[src/assert_macros.svh]
// Assertion helpers for the RTL
`ifndef ASSERT_MACROS_SVH
`define ASSERT_MACROS_SVH

// Property checked every cycle outside reset
`define UDM_ASSERT(name, clk, rst_n, prop, msg) \
    name: assert property (@(posedge clk) disable iff (!rst_n) (prop)) \
        else $error(msg);

// Same-cycle implication outside reset
`define UDM_ASSERT_IMPL(name, clk, rst_n, ante, cons, msg) \
    name: assert property (@(posedge clk) disable iff (!rst_n) (ante) |-> (cons)) \
        else $error(msg);

`endif

[src/udm_pkg.sv]
package udm_pkg;

    localparam int IMAGE_WIDTH  = 640;
    localparam int IMAGE_HEIGHT = 480;

    localparam int PIX_X_W   = 10;
    localparam int PIX_Y_W   = 9;
    localparam int CFG_W     = 22;
    localparam int COEF_W    = 16;
    localparam int FX_W      = 25;
    localparam int DIV_STEPS = FX_W;
    localparam int IDX_W     = 3;
    localparam int DATA_W    = 32;

    localparam logic signed [FX_W-1:0] FX_MAX_Q = 25'sh0FFFFFF;
    localparam logic signed [FX_W-1:0] FX_MIN_Q = 25'sh1000000;
    localparam logic signed [63:0]     FX_MAX   = 64'sd16777215;
    localparam logic signed [63:0]     FX_MIN   = -64'sd16777216;
    localparam logic signed [63:0]     FX_ONE   = 64'sd1048576;

    localparam logic [CFG_W-1:0] FOCAL_X_RST  = 22'd584192;
    localparam logic [CFG_W-1:0] FOCAL_Y_RST  = 22'd584192;
    localparam logic [CFG_W-1:0] CENTRE_X_RST = 22'd327680;
    localparam logic [CFG_W-1:0] CENTRE_Y_RST = 22'd245760;

    typedef enum logic [IDX_W-1:0] {
        CFG_FOCAL_X  = 3'd0,
        CFG_FOCAL_Y  = 3'd1,
        CFG_CENTRE_X = 3'd2,
        CFG_CENTRE_Y = 3'd3,
        CFG_K1       = 3'd4,
        CFG_K2       = 3'd5,
        CFG_K3       = 3'd6,
        CFG_TANG     = 3'd7
    } cfg_idx_t;

    typedef struct packed {
        logic [CFG_W-1:0]         focal_x;
        logic [CFG_W-1:0]         focal_y;
        logic [CFG_W-1:0]         centre_x;
        logic [CFG_W-1:0]         centre_y;
        logic signed [COEF_W-1:0] radial_k1;
        logic signed [COEF_W-1:0] radial_k2;
        logic signed [COEF_W-1:0] radial_k3;
        logic signed [COEF_W-1:0] tang_p1;
        logic signed [COEF_W-1:0] tang_p2;
    } cfg_t;

    function automatic logic signed [FX_W-1:0] sat_fx(input logic signed [63:0] v);
        if (v > FX_MAX) begin
            return FX_MAX_Q;
        end else if (v < FX_MIN) begin
            return FX_MIN_Q;
        end else begin
            return v[FX_W-1:0];
        end
    endfunction

endpackage

[src/udm_cfg.sv]
module udm_cfg (
    input  logic                      clk,
    input  logic                      rst_n,
    input  logic                      cfg_valid,
    input  logic [udm_pkg::IDX_W-1:0] cfg_index,
    input  logic [udm_pkg::DATA_W-1:0] cfg_data,
    output udm_pkg::cfg_t             cfg
);
    import udm_pkg::*;

    cfg_t cfg_reg;
    cfg_t cfg_next;

    always_comb
    begin
        cfg_next = cfg_reg;
        unique case (cfg_index)
            CFG_FOCAL_X:  cfg_next.focal_x   = cfg_data[CFG_W-1:0];
            CFG_FOCAL_Y:  cfg_next.focal_y   = cfg_data[CFG_W-1:0];
            CFG_CENTRE_X: cfg_next.centre_x  = cfg_data[CFG_W-1:0];
            CFG_CENTRE_Y: cfg_next.centre_y  = cfg_data[CFG_W-1:0];
            CFG_K1:       cfg_next.radial_k1 = $signed(cfg_data[COEF_W-1:0]);
            CFG_K2:       cfg_next.radial_k2 = $signed(cfg_data[COEF_W-1:0]);
            CFG_K3:       cfg_next.radial_k3 = $signed(cfg_data[COEF_W-1:0]);
            CFG_TANG:
            begin
                cfg_next.tang_p1 = $signed(cfg_data[COEF_W-1:0]);
                cfg_next.tang_p2 = $signed(cfg_data[2*COEF_W-1:COEF_W]);
            end
            default: ;
        endcase
    end

    always_ff @(posedge clk or negedge rst_n)
    begin
        if (!rst_n)
        begin
            cfg_reg.focal_x   <= FOCAL_X_RST;
            cfg_reg.focal_y   <= FOCAL_Y_RST;
            cfg_reg.centre_x  <= CENTRE_X_RST;
            cfg_reg.centre_y  <= CENTRE_Y_RST;
            cfg_reg.radial_k1 <= '0;
            cfg_reg.radial_k2 <= '0;
            cfg_reg.radial_k3 <= '0;
            cfg_reg.tang_p1   <= '0;
            cfg_reg.tang_p2   <= '0;
        end
        else if (cfg_valid)
        begin
            cfg_reg <= cfg_next;
        end
    end

    assign cfg = cfg_reg;

endmodule

[config.mk]
export PLATFORM = sky130hd
export DESIGN_NAME = udm_cfg
export DESIGN_NICKNAME = d
export VERILOG_FILES = /design/src/assert_macros.svh /design/src/udm_pkg.sv /design/src/udm_cfg.sv
export SDC_FILE = /design/constraint.sdc
export NUM_CORES = 1
export LEC_CHECK = 0
export BUFFER_PORTS_ARGS = -buffer_cell sky130_fd_sc_hd__buf_2
export CAP_MARGIN = 20
export CORE_MARGIN = 2
export CORE_UTILIZATION = 54
export CTS_CLUSTER_DIAMETER = 60
export CTS_CLUSTER_SIZE = 14
export DETAILED_ROUTE_END_ITERATION = 7
export GPL_TIMING_DRIVEN = 0
export PLACE_DENSITY = 0.86
export SLEW_MARGIN = 20
export SYNTH_ARGS = -nofsm -noshare
export SYNTH_HDL_FRONTEND = slang
export SYNTH_SLANG_ARGS = --single-unit
export TNS_END_PERCENT = 10
[constraint.sdc]
create_clock -name clk -period 1.5 [get_ports clk]
set_clock_uncertainty 0.1 [all_clocks]
set_input_delay 0 -clock clk [delete_from_list [all_inputs] [get_ports clk]]
set_output_delay 0 -clock clk [all_outputs]
set_load 0.1 [all_outputs]
* Word level (Yosys, flattened, before mapping) *
Index checks and enable logic that the tools add are counted.
Widths: inputs -> output; s select.

storage, ports and cells
  bits in registers = 168
  input port bits = 38
  word-level logic and storage cells = 25

operators by class
  equal/unequal tests = 7
  reductions and logical operators = 9

operators with widths
  kind                number
  $reduce_and 2->1    8
  $eq 3x3->1 const B  4
  $eq 3x2->1 const B  2
  $eq 3x1->1 const B  1
  $logic_not 3->1     1

* Longest topological paths before layout *
  depth after elaboration = 2
  mapped depth = 5
  depth with buffers taken out = 2

* Worst setup path after synthesis *
OpenSTA, ideal clock, no wires.

  kind = register to register
  from = register cfg[0] (netlist name)
  to = register cfg_reg (netlist bit cfg[0])
  setup time = 128 ps
  arrival time = 1162 ps
  required time = 1272 ps
  slack = 110 ps
  cell stages (with the launch flop) = 2
  path buffers = 0
  period minus slack after synthesis = 1390 ps
  cells stage by stage = dfrtp_1 mux2_1

RTL lines
  what                  line           source
  to (signal assigned)  udm_cfg.sv:50  cfg_reg <= cfg_next;
  to (decl)             udm_cfg.sv:11  cfg_t cfg_reg;

* Worst setup path after layout *
  from = register cfg_reg (netlist bit cfg[135])
  to = output port cfg[135] in the netlist's numbering

RTL lines
  what       line          source
  to (decl)  udm_cfg.sv:7  output udm_pkg::cfg_t cfg

No word-level cell between the ends.

==> summary.md <==
| Metric | Value |
|---|---|
| Outcome | complete, no violations |
| Synth top area share | 58.92% |
| YS warnings | 0 |
| First-pass GRT wire length | 23.74 mm |
| Distinct cells, synth | 14 |
| Initial DRC Count | about 240 |
| R2r setup slk | slightly below 600 ps |
| Worst Hold Class | input pin to flip-flop |
| Area delta synth->final | 35.98% |
| CTS sink count | around 170 |
| Cells on worst reg2reg path | 1 |
| Max Clk Rate | ~700 MHz |
| Number of antenna violations at the first check in global routing | 0 |
| Die height | 112.6 um |
| Drt pass-1 iters | 4 |
| WHS Endpoint | cfg[80] |
| Place WS | roughly 50 ps |
| Critical Path AT | between 1000 and 1500 ps |
| Critical Path Slowest Stage Cell | dfstp_2 |
| IO buf count | 201 |
| Total grt overflow | 0 |
| Gp weighted congestion | roughly 0.76 |
| Critical Path RT | approximately 1400 ps |
| Full die area | approximately 0.013 mm2 |
| WP buf/inv | 1 |
| MaxCap Viol Count | 0 |
| Syn Nets | 401 |
| Slew Viols, Final | 0 |
| Crit Reg-Reg Startpoint | cfg[164] |
| Post-Route WL | around 15 mm |
| Max_slew headroom | approximately 59% |
| Vias in the first global route | 4369 |
| Max FFs per register | between 150 and 200 |
| CTS buffer count | 17 |
| Post-CTS Setup Bufs | 0 |
| Nets@finish | between 600 and 700 |
| Final setup fails | 0 |
| Max H-tree Level | 4 |
| ANT nets after route | 0 |
| CP Capture Type | primary output |
| Top post-synthesis cells by area | dfrtp_1, mux2_2, dfstp_2 |
| Critical path cell sequence | buf_2 |
| Min-delay src | cfg_index[2] |
| Core ar. | ~0.011 mm2 |
| Die extent in x | around 110 um |
| Global Route Usage Sum | 24.56% |
| Hold Path Stages | 3 |
| DRC viols | 0 |
| Crit Path Max Fanout | 2 |
| Hold Fails Final Rpt | 0 |
| Clock Root Buffer | clkbuf_16 |
| CTS tree | built |
| Synth Register Bits | 168 |
| Routed len/inst | just under 20 um |
| RR Endpoint | cfg[164] |
| Critical Path Start | cfg[135] |
| IO Pins | just over 200 |
| Critical Path Max Stage Delay | between 500 and 600 ps |
| Post-Syn Area | 0.006371 mm2 |
| Register area share after synthesis | between 60 and 70% |
| Initial Utilization | 55.56% |
| RSZ-0062 raised after global routing | false |
| Dpl hpwl | between 10 and 15 mm |
| CP top delay family | flip-flops |
| Pin count of the biggest net entering global routing | 88 |
| Clk Latency, worst-skew pair | between 400 and 500 ps |
| Crit start category | flip-flop |
| Crit Path Class | flip-flop to primary output |
| Worst slew pin tran | 615.2 ps |
| Synth area leader | dfrtp_1 |
| CTS clk-pin slew, worst paths | around 60 ps |
| Bufs on Longest Clock Path | 2 |
| Vias | 4088 |
| Vias per inst | around 5.3 |
| # diodes | 0 |
| Row cnt | 39 |
| Share of layout cells above drive strength 1 | approximately 64% |
| Avg Cell Area, Syn | between 15 and 20 um2 |
| Syn Inst Count | approximately 360 |
| Final Cycle Share | 97.62% |
| Worst setup margin | 35.67 ps |
| Tmin final | 1464 ps |
[metrics by stage]
step	hold WS [ps]	TNS [ps]	std cells	utilization, %	area, um2
after detailed placement	-77.50	0	708	66.22	7594
after global routing	24.64	0	778	75.55	8663
after floorplan	-395.6	0	363	-	6371
after CTS	11.96	0	778	75.20	8623
final	14.14	0	778	75.55	8663
after global placement	133.9	-308700	707	65.89	7556
[timing repair]
action	in CTS	in global routing
resized for setup	0	16
hold buffers	38	0
setup endpoints to repair	0	24
hold endpoints to repair	271	0
[cell usage after synthesis]
library cell and instances:
and4bb_1 1, and4bb_2 1, buf_2 9, buf_4 7, buf_6 3, dfrtp_1 150
dfstp_2 18, mux2_1 34, mux2_2 134, nand4_1 1, nand4b_1 1, nand4b_4 2
nor4b_4 1, nor4bb_1 1
[metal layers]
layer,routed length [um],vias to the layer above,global-route usage [%]
met5,0,-,0
met4,320,0,8.943
met1,6002,2105,30.00
li1,-,1808,-
met2,7658,146,40.60
met3,977,29,8.693
[layout by cell type (no fill, tap or decap)]
master,netlist,layout
bufinv_16,0,4
mux2_1,34,34
buf_4,7,7
nand4b_1,1,1
dfrtp_1,150,150
clkinvlp_4,0,3
buf_2,9,193
nand4_1,1,1
dlygate4sd3_1,0,38
clkinv_4,0,1
nor4b_4,1,1
clkinv_2,0,1
and4bb_1,1,1
mux2_2,134,134
and4bb_2,1,1
dfstp_2,18,18
nand4b_4,2,2
buf_8,0,1
clkbuf_1,0,1
buf_16,0,1
clkbuf_4,0,16
clkbuf_16,0,17
buf_6,3,3
nor4bb_1,1,1
inv_6,0,1
clkbuf_8,0,4
[how the worst max path moves through the flow]
stage / to / slack (ps) / cells after the start
finish: cfg[135] / 40 / 1
global route: cfg[96] / 0.09 / 1
CTS: cfg[161] / 7 / 1
detailed placement: cfg[154] / 50 / 4
global placement: cfg[73] / -1940 / 1
floorplan: cfg[0] / 110 / 1
[kinds of logic after synthesis]
| kind of cell | synth area share, % |
|---|---|
| mux | 29.69 |
| flops | 66.34 |
| simple gates | 1.905 |
| buf+inv | 2.062 |
[layout make-up]
type | instances | area [um2]
well taps | 143 | 178.9
fillers | 665 | 2804
flip-flops and latches | 168 | 4227
clock inverters | 10 | 165.2
plain buffers | 19 | 136.4
multi-input cells | 176 | 2013
repair buffers | 240 | 1459
clock buffers | 22 | 484.2
Power is left out: the tool's default activity adds up to more than one toggle a clock period on the data nets, which glitch-free logic cannot reach.
