===== src/assert_macros.svh =====
// Assertion helpers for the RTL
`ifndef ASSERT_MACROS_SVH
`define ASSERT_MACROS_SVH

// Property checked every cycle outside reset
`define UDM_ASSERT(name, clk, rst_n, prop, msg) \
    name: assert property (@(posedge clk) disable iff (!rst_n) (prop)) \
        else $error(msg);

// Same-cycle implication outside reset
`define UDM_ASSERT_IMPL(name, clk, rst_n, ante, cons, msg) \
    name: assert property (@(posedge clk) disable iff (!rst_n) (ante) |-> (cons)) \
        else $error(msg);

`endif


===== src/udm_pkg.sv =====
package udm_pkg;

    localparam int IMAGE_WIDTH  = 640;
    localparam int IMAGE_HEIGHT = 480;

    localparam int PIX_X_W   = 10;
    localparam int PIX_Y_W   = 9;
    localparam int CFG_W     = 22;
    localparam int COEF_W    = 16;
    localparam int FX_W      = 25;
    localparam int DIV_STEPS = FX_W;
    localparam int IDX_W     = 3;
    localparam int DATA_W    = 32;

    localparam logic signed [FX_W-1:0] FX_MAX_Q = 25'sh0FFFFFF;
    localparam logic signed [FX_W-1:0] FX_MIN_Q = 25'sh1000000;
    localparam logic signed [63:0]     FX_MAX   = 64'sd16777215;
    localparam logic signed [63:0]     FX_MIN   = -64'sd16777216;
    localparam logic signed [63:0]     FX_ONE   = 64'sd1048576;

    localparam logic [CFG_W-1:0] FOCAL_X_RST  = 22'd584192;
    localparam logic [CFG_W-1:0] FOCAL_Y_RST  = 22'd584192;
    localparam logic [CFG_W-1:0] CENTRE_X_RST = 22'd327680;
    localparam logic [CFG_W-1:0] CENTRE_Y_RST = 22'd245760;

    typedef enum logic [IDX_W-1:0] {
        CFG_FOCAL_X  = 3'd0,
        CFG_FOCAL_Y  = 3'd1,
        CFG_CENTRE_X = 3'd2,
        CFG_CENTRE_Y = 3'd3,
        CFG_K1       = 3'd4,
        CFG_K2       = 3'd5,
        CFG_K3       = 3'd6,
        CFG_TANG     = 3'd7
    } cfg_idx_t;

    typedef struct packed {
        logic [CFG_W-1:0]         focal_x;
        logic [CFG_W-1:0]         focal_y;
        logic [CFG_W-1:0]         centre_x;
        logic [CFG_W-1:0]         centre_y;
        logic signed [COEF_W-1:0] radial_k1;
        logic signed [COEF_W-1:0] radial_k2;
        logic signed [COEF_W-1:0] radial_k3;
        logic signed [COEF_W-1:0] tang_p1;
        logic signed [COEF_W-1:0] tang_p2;
    } cfg_t;

    function automatic logic signed [FX_W-1:0] sat_fx(input logic signed [63:0] v);
        if (v > FX_MAX) begin
            return FX_MAX_Q;
        end else if (v < FX_MIN) begin
            return FX_MIN_Q;
        end else begin
            return v[FX_W-1:0];
        end
    endfunction

endpackage


===== src/udm_norm.sv =====
module udm_norm (
    input  logic                               clk,
    input  logic                               rst_n,
    input  udm_pkg::cfg_t                      cfg,
    input  logic                               in_valid,
    output logic                               in_ready,
    input  logic [udm_pkg::PIX_X_W-1:0]        pixel_x,
    input  logic [udm_pkg::PIX_Y_W-1:0]        pixel_y,
    output logic                               out_valid,
    input  logic                               out_ready,
    output logic signed [udm_pkg::FX_W-1:0]    nx,
    output logic signed [udm_pkg::FX_W-1:0]    ny
);
    import udm_pkg::*;

    localparam int NST = DIV_STEPS + 2;

    logic [NST-1:0] v_reg;
    logic [NST-1:0] go;

    logic [CFG_W-1:0]        focal [2];
    logic signed [23:0]      d_next [2];
    logic [23:0]             abs_d [2];

    logic [CFG_W-1:0]        rem_reg  [2][DIV_STEPS+1];
    logic [CFG_W-1:0]        rem_next [2][DIV_STEPS+1];
    logic [FX_W-1:0]         w_reg    [2][DIV_STEPS+1];
    logic [FX_W-1:0]         w_next   [2][DIV_STEPS+1];
    logic                    neg_reg  [2][DIV_STEPS+1];
    logic                    neg_next [2][DIV_STEPS+1];
    logic                    ovf_reg  [2][DIV_STEPS+1];
    logic                    ovf_next [2][DIV_STEPS+1];
    logic                    zero_reg [2][DIV_STEPS+1];
    logic                    zero_next[2][DIV_STEPS+1];
    logic [CFG_W:0]          trial    [2][DIV_STEPS+1];
    logic                    ge       [2][DIV_STEPS+1];

    logic signed [FX_W-1:0]  n_reg  [2];
    logic signed [FX_W-1:0]  n_next [2];
    logic                    big    [2];

    assign focal[0] = cfg.focal_x;
    assign focal[1] = cfg.focal_y;

    assign d_next[0] = $signed({4'b0, pixel_x, 10'b0}) + 24'sd512
                     - $signed({2'b0, cfg.centre_x});
    assign d_next[1] = $signed({5'b0, pixel_y, 10'b0}) + 24'sd512
                     - $signed({2'b0, cfg.centre_y});

    always_comb
    begin
        go[NST-1] = !v_reg[NST-1] || out_ready;
        for (int i = NST - 2; i >= 0; i--)
        begin
            go[i] = !v_reg[i] || go[i+1];
        end
    end

    // restoring division of |d| << 20 by focal, one quotient bit per stage
    always_comb
    begin
        for (int a = 0; a < 2; a++)
        begin
            abs_d[a]        = d_next[a][23] ? 24'(-d_next[a]) : 24'(d_next[a]);
            neg_next[a][0]  = d_next[a][23];
            zero_next[a][0] = (abs_d[a] == '0);
            ovf_next[a][0]  = {5'b0, abs_d[a][CFG_W-1:0]} >= {focal[a], 5'b0};
            rem_next[a][0]  = {5'b0, abs_d[a][CFG_W-1:5]};
            w_next[a][0]    = {abs_d[a][4:0], 20'b0};
            trial[a][0]     = '0;
            ge[a][0]        = 1'b0;
            for (int s = 1; s <= DIV_STEPS; s++)
            begin
                trial[a][s]     = {rem_reg[a][s-1], w_reg[a][s-1][FX_W-1]};
                ge[a][s]        = trial[a][s] >= {1'b0, focal[a]};
                rem_next[a][s]  = ge[a][s] ? CFG_W'(trial[a][s] - {1'b0, focal[a]})
                                           : trial[a][s][CFG_W-1:0];
                w_next[a][s]    = {w_reg[a][s-1][FX_W-2:0], ge[a][s]};
                neg_next[a][s]  = neg_reg[a][s-1];
                ovf_next[a][s]  = ovf_reg[a][s-1];
                zero_next[a][s] = zero_reg[a][s-1];
            end
            big[a] = ovf_reg[a][DIV_STEPS] || w_reg[a][DIV_STEPS][FX_W-1];
            if (zero_reg[a][DIV_STEPS])
            begin
                n_next[a] = '0;
            end
            else if (!neg_reg[a][DIV_STEPS])
            begin
                n_next[a] = big[a] ? FX_MAX_Q
                                   : $signed({1'b0, w_reg[a][DIV_STEPS][FX_W-2:0]});
            end
            else
            begin
                n_next[a] = big[a] ? FX_MIN_Q
                                   : -$signed({1'b0, w_reg[a][DIV_STEPS][FX_W-2:0]});
            end
        end
    end

    always_ff @(posedge clk or negedge rst_n)
    begin
        if (!rst_n)
        begin
            v_reg <= '0;
        end
        else
        begin
            if (go[0])
            begin
                v_reg[0] <= in_valid;
            end
            for (int i = 1; i < NST; i++)
            begin
                if (go[i])
                begin
                    v_reg[i] <= v_reg[i-1];
                end
            end
        end
    end

    always_ff @(posedge clk)
    begin
        for (int a = 0; a < 2; a++)
        begin
            for (int s = 0; s <= DIV_STEPS; s++)
            begin
                if (go[s])
                begin
                    rem_reg[a][s]  <= rem_next[a][s];
                    w_reg[a][s]    <= w_next[a][s];
                    neg_reg[a][s]  <= neg_next[a][s];
                    ovf_reg[a][s]  <= ovf_next[a][s];
                    zero_reg[a][s] <= zero_next[a][s];
                end
            end
            if (go[NST-1])
            begin
                n_reg[a] <= n_next[a];
            end
        end
    end

    assign in_ready  = go[0];
    assign out_valid = v_reg[NST-1];
    assign nx        = n_reg[0];
    assign ny        = n_reg[1];

endmodule


===== config.mk =====
export PLATFORM = sky130hd
export DESIGN_NAME = udm_norm
export DESIGN_NICKNAME = d
export VERILOG_FILES = /design/src/assert_macros.svh /design/src/udm_pkg.sv /design/src/udm_norm.sv
export SDC_FILE = /design/constraint.sdc
export NUM_CORES = 2
export LEC_CHECK = 0
export BUFFER_PORTS_ARGS = -buffer_cell sky130_fd_sc_hd__buf_2
export CORE_MARGIN = 3
export CORE_UTILIZATION = 46
export DETAILED_ROUTE_END_ITERATION = 12
export GPL_ROUTABILITY_DRIVEN = 1
export PLACE_DENSITY_LB_ADDON = 0.08
export SKIP_LAST_GASP = 1
export SLEW_MARGIN = 10
export SYNTH_ARGS = -nofsm -noshare
export SYNTH_HDL_FRONTEND = slang
export SYNTH_SLANG_ARGS = --single-unit

===== constraint.sdc =====
create_clock -name clk -period 24.4 [get_ports clk]
set_input_delay 3.66 -clock clk [delete_from_list [all_inputs] [get_ports clk]]
set_output_delay 3.66 -clock clk [all_outputs]
set_load 0.01 [all_outputs]

== Word level (Yosys, flattened, before mapping) ==
Memory sizes are Yosys's and may differ from the RTL's.
Cells that the tools add are included.
Storage, ports and cells
  register bits: 27
  bits in writable memories: 2600
  input port bits: 191
  output and inout bits: 52
  word-level logic and storage cells: 315
  memories: 6
Cells by class
  add/sub/neg operators: 58
  order comparisons: 52
  multiplexer cells: 114
  reduce and logical (&&, ||, !) cells: 58
Memories
  w_reg: depth 2, bits a word 630, rd ports 2, clocked after Yosys merged registers in 0, write ports 2, RTL line udm_norm.sv:27  | logic [FX_W-1:0] w_reg [2][DIV_STEPS+1];
  rem_reg: depth 2, bits a word 567, rd ports 2, clocked after Yosys merged registers in 0, write ports 2, RTL line udm_norm.sv:25  | logic [CFG_W-1:0] rem_reg [2][DIV_STEPS+1];
  neg_reg: depth 2, bits a word 26, rd ports 2, clocked after Yosys merged registers in 0, write ports 2, RTL line udm_norm.sv:29  | logic neg_reg [2][DIV_STEPS+1];
  ovf_reg: depth 2, bits a word 26, rd ports 2, clocked after Yosys merged registers in 0, write ports 2, RTL line udm_norm.sv:31  | logic ovf_reg [2][DIV_STEPS+1];
  zero_reg: depth 2, bits a word 26, rd ports 2, clocked after Yosys merged registers in 0, write ports 2, RTL line udm_norm.sv:33  | logic zero_reg [2][DIV_STEPS+1];
  n_reg: depth 2, bits a word 25, rd ports 2, clocked after Yosys merged registers in 0, write ports 2, RTL line udm_norm.sv:38  | logic signed [FX_W-1:0] n_reg [2];
Operator list (number)
  $ge A23 B22 Y1: 50
  $mux W22: 50
  $sub A22 B22 Y22: 50
  $mux W25: 6
  $mux W24: 4
  $ge A22 B27 Y1: 2
  $mux W1: 54
  $neg A24 Y25: 2
  $logic_not A24 Y1: 2
  $neg A23 Y24: 2
  $logic_or A1 B1 Y1: 29
  $logic_not A1 Y1: 27
  $sub A20 B22 Y23: 1
  $sub A21 B22 Y23: 1
  $add A20 B10 Y21 const B: 1
  $add A19 B10 Y20 const B: 1

== Logic depth before layout (Yosys ltp) ==
  depth in word-level cells: 30
  depth in mapped cells: 24

== Worst setup path after synthesis ==
No wires, ideal clock.
  path kind: input -> output
  start: in out_ready
  end: out in_ready
  arrival: 13706 ps
  required time: 20740 ps
  path slack: 7034 ps
  cell stages on the path: 12
  buffers on the path: 0
  cell sequence: nand2b_1 nor2_1 inv_1 nor2_1 nand2_1 nor3_1 and2_1 inv_1 nor2_1 nand3_1 nor2_1 nand3_1
Between the ends
  cells in the longest elaborated chain, start to end: 27
Ends and longest elaborated chain
  start: declaration: RTL line udm_norm.sv:10  | input logic out_ready,
  $logic_or A1 B1 Y1: RTL line udm_norm.sv:52  | go[NST-1] = !v_reg[NST-1] || out_ready;
  $logic_or A1 B1 Y1: RTL line udm_norm.sv:55  | go[i] = !v_reg[i] || go[i+1];
  via go[25]: RTL line udm_norm.sv:19  | logic [NST-1:0] go;
  $logic_or A1 B1 Y1 (4 in a row): RTL line udm_norm.sv:55
  via go[21]: RTL line udm_norm.sv:19
  $logic_or A1 B1 Y1 (13 in a row): RTL line udm_norm.sv:55
  via go[8]: RTL line udm_norm.sv:19
  $logic_or A1 B1 Y1 (5 in a row): RTL line udm_norm.sv:55
  via go[3]: RTL line udm_norm.sv:19
  $logic_or A1 B1 Y1 (3 in a row): RTL line udm_norm.sv:55
  end: declaration: RTL line udm_norm.sv:6  | output logic in_ready,
The timed path passes the listed nets, and every way through them passes these cells.

== Final worst setup path ==
  start: in out_ready
  end: out in_ready
Between the ends
  cells in the longest elaborated chain, start to end: 27
Ends and longest elaborated chain (RTL line)
  $logic_or A1 B1 Y1: udm_norm.sv:52
  via go[26]: udm_norm.sv:19
  $logic_or A1 B1 Y1: udm_norm.sv:55
  via go[25]: udm_norm.sv:19
  $logic_or A1 B1 Y1 (4 in a row): udm_norm.sv:55
  via go[21]: udm_norm.sv:19
  $logic_or A1 B1 Y1 (13 in a row): udm_norm.sv:55
  via go[8]: udm_norm.sv:19
  $logic_or A1 B1 Y1 (5 in a row): udm_norm.sv:55
  via go[3]: udm_norm.sv:19
  $logic_or A1 B1 Y1 (3 in a row): udm_norm.sv:55
The timed path passes the listed nets, and every way through them passes these cells.

==> impl_metrics.json <==
{
  "outcome": "finished, final reports clean",
  "cp.arrival_ns": 8.98,
  "clk_root_buffer_cell": "clkbuf_16",
  "core_um2": 274000,
  "largest_reg_flops": 1090,
  "wl_um": 335000,
  "place_ws_ns": 11.65,
  "numPlacedInstances": 15474,
  "fp-row-count": 192,
  "grt_pass1_vias": 89823,
  "end_kind": "output port",
  "peakVddDrop_uv": 76.5,
  "cp.required_ns": 20.74,
  "synth_edf_count": 1976,
  "start_util_pct": 46.3,
  "dr_wl_met2_um": 158000,
  "pin_count": 243,
  "cts_tree": "yes",
  "cts_setup_buffers": 0,
  "highest_layer": "met4",
  "grt_overflow": 0,
  "yosys.area_share.simple_pct": 12.7,
  "cp_max_fo": 52,
  "synth.avg_cell_area_um2": 10.8,
  "fin_nets": 13405,
  "die_y_um": 532,
  "antenna_found_initial": 11,
  "dr_wl_met3_um": 14200,
  "whs_ns": 0.382,
  "numCtsBuffers": 229,
  "drt_iter0_markers": 6714,
  "ant_nets": 0,
  "synth_top_area_share_pct": 46.7,
  "synth_area_leaders": "edfxtp_1 47%, ha_1 11%, a21oi_1 4.2%, xnor2_1 3.8%, mux2_2 3.7%",
  "critPathLaunchType": "input pin",
  "holdPathStages": 0,
  "grt_pass1_wl_um": 514000,
  "cellPowerDensity_nw_per_um2": 143,
  "yosysMostFrequentCell": "edfxtp_1",
  "track_usage_pct": 22.9,
  "setup_viol": 0,
  "drtPass1Iterations": 6,
  "p_total_mw": 20.0,
  "ys.flop_type": "edfxtp_1",
  "synth_commonest_cells": "1976 x edfxtp_1, 1147 x ha_1, 1064 x a21oi_1, 980 x nor2_1, 715 x nand2_1",
  "via_count": 92032,
  "synth_top_family_by_area": "compound AO/OA/AOI/OAI gates",
  "stdcell_count": 15902,
  "synthArstFlopShare_pct": 1.35,
  "synthToLayoutAreaGrowth_pct": 10.6,
  "ys_seq_area_share_pct": 47.2,
  "synthXorXnorAreaFrac_pct": 5.91,
  "syn_inst": 11749,
  "cts_buffer_depth": 4,
  "criticalPathCategory": "input pin to output port",
  "final_hold_viol_count": 0,
  "gp_congestion": 0.896,
  "finClkSkew_ns": 0.0759,
  "hold_path_class": "flop to flop",
  "drive_gt1_share_pct": 10.7,
  "grt_max_degree": 74,
  "worst_pin_slew_ns": 1.21,
  "period_share_pct": 51.8,
  "synth-compound-area-share_pct": 15.7,
  "die_w_um": 532,
  "tns_ns": 0,
  "cellLeakagePower_nw": 56.1,
  "drv_cap": 0,
  "place_hpwl_um": 237000,
  "syn_nets": 13135,
  "clk_pin_slew_ns": 0.06,
  "fin_crit_ns": 12.64,
  "drt-met1-wl_um": 151000,
  "num-fill-cells": 24211,
  "rr_worst_depth": 13,
  "fin_ws_ns": 11.76,
  "slew_headroom_pct": 19.6,
  "die_area_um2": 283000,
  "io_buffers": 162,
  "synth.distinct_cells": 98,
  "synth-adder-area-share_pct": 12.0,
  "synthMuxAreaShare_pct": 4.27,
  "cts_resized": 0,
  "ys_ff_latch": 2003,
  "max_freq_mhz": 79.1,
  "hold_buffers": 0,
  "drcViolationCount": 0,
  "yosys.area.top_type": "edfxtp_1",
  "synth-warning-count": 0,
  "post_drt_wl_per_cell_um": 21.1,
  "cts_sinks": 2003,
  "grt_setup_unrepaired": "no",
  "report.final.slew_viol_count": 0,
  "viasPerCell": 5.79,
  "htreeDepth": 4,
  "synth.cell_area_um2": 127000,
  "clk_latency_ns": 0.92
}
## routing by layer
| metal | global-route usage [%] | vias to the layer above |
|---|---|---|
| met4 | 7.57 | 0 |
| met3 | 2.55 | 588 |
| met2 | 38.4 | 2179 |
| met1 | 30.8 | 44300 |
| met5 | 0 | - |
| li1 | - | 44965 |
## final timing paths
| check | start | to | slack (ns) |
|---|---|---|---|
| max | out_ready | in_ready | 11.76 |
| min | w_reg[0][118] | w_reg[0][94] | 0.38 |
| max reg2reg | v_reg[26] | rem_reg[0][546] | 18.28 |
| min reg2reg | w_reg[0][118] | w_reg[0][94] | 0.38 |
| max in group asynchronous | rst_n | v_reg[20] | 20.89 |
| min in group asynchronous | rst_n | v_reg[4] | 2.90 |
## worst max-delay path: stages
cell	delay [ns]
buf_2	0.09
nand2b_2	0.73
nor2_1	0.66
inv_2	0.07
nor2_1	0.41
nand2_4	0.38
nor3_1	0.90
and2_1	0.43
inv_2	0.06
nor2_1	0.48
nand3_4	0.12
nor2_1	0.26
nand3_2	0.10
buf_4	0.35
buf_2	0.25
## layout by cell type (no fill, tap or decap), drive strengths merged, types with 64 or more instances in the layout
cell type / synthesis / routed
a211oi: 115 / 115
a21boi: 64 / 64
a21o: 344 / 344
a21oi: 1064 / 1064
a31oi: 104 / 104
and2: 64 / 64
and3: 91 / 91
buf: 25 / 288
clkbuf: 224 / 259
clkinv: 1 / 109
edfxtp: 1976 / 1976
ha: 1147 / 1147
inv: 492 / 493
mux2: 423 / 423
mux2i: 66 / 66
nand2: 715 / 715
nand2b: 174 / 174
nand3: 233 / 233
nand4: 151 / 151
nor2: 981 / 981
nor2b: 188 / 188
nor3: 279 / 279
nor4: 74 / 74
o211ai: 66 / 66
o21a: 167 / 167
o21ai: 680 / 680
o21bai: 96 / 96
o31ai: 82 / 82
or2: 72 / 72
or3: 97 / 97
xnor2: 545 / 545
xor2: 313 / 313
## final cells by class
type / instances / area, µm² / share of cell area [%]
flip-flops and latches: 2003 / 60000 / 42.7
multi-input cells: 9004 / 64600 / 45.9
diodes: 4 / 10.0 / 0.00712
inverters: 493 / 1860 / 1.32
well taps: 3686 / 4610 / 3.28
clock inverters: 165 / 1910 / 1.36
repair buffers: 288 / 1760 / 1.25
clock buffers: 259 / 5840 / 4.16
## metrics by stage
stage / area, µm² / utilization, %
after global routing: 141000 / 51.2
after CTS: 141000 / 51.2
after detailed placement: 133000 / 48.4
after floorplan: 127000 / -
final: 141000 / 51.2
after global placement: 133000 / 48.4
## power by group
part           total [mW]  internal [mW]  switching [mW]  leakage, nW
combinational        9.77           4.28            5.49         31.4
sequential           6.74           5.92           0.820         21.0
clock                3.52           2.08            1.45         3.73
## cell families (layout without fill, tap and decap cells)
| kind of cell | count (synthesis) | after routing |
|---|---|---|
| AND/OR/NAND/NOR | 3290 | 3290 |
| AO/OA/AOI/OAI | 3172 | 3172 |
| flip-flops | 2003 | 2003 |
| adder cells (fa/ha/maj) | 1195 | 1195 |
| XOR/XNOR | 858 | 858 |
| buffers and inverters | 742 | 1205 |
| multiplexers | 489 | 489 |
| other | 0 | 4 |
No activity file was read; power rests on OpenSTA's default activity.
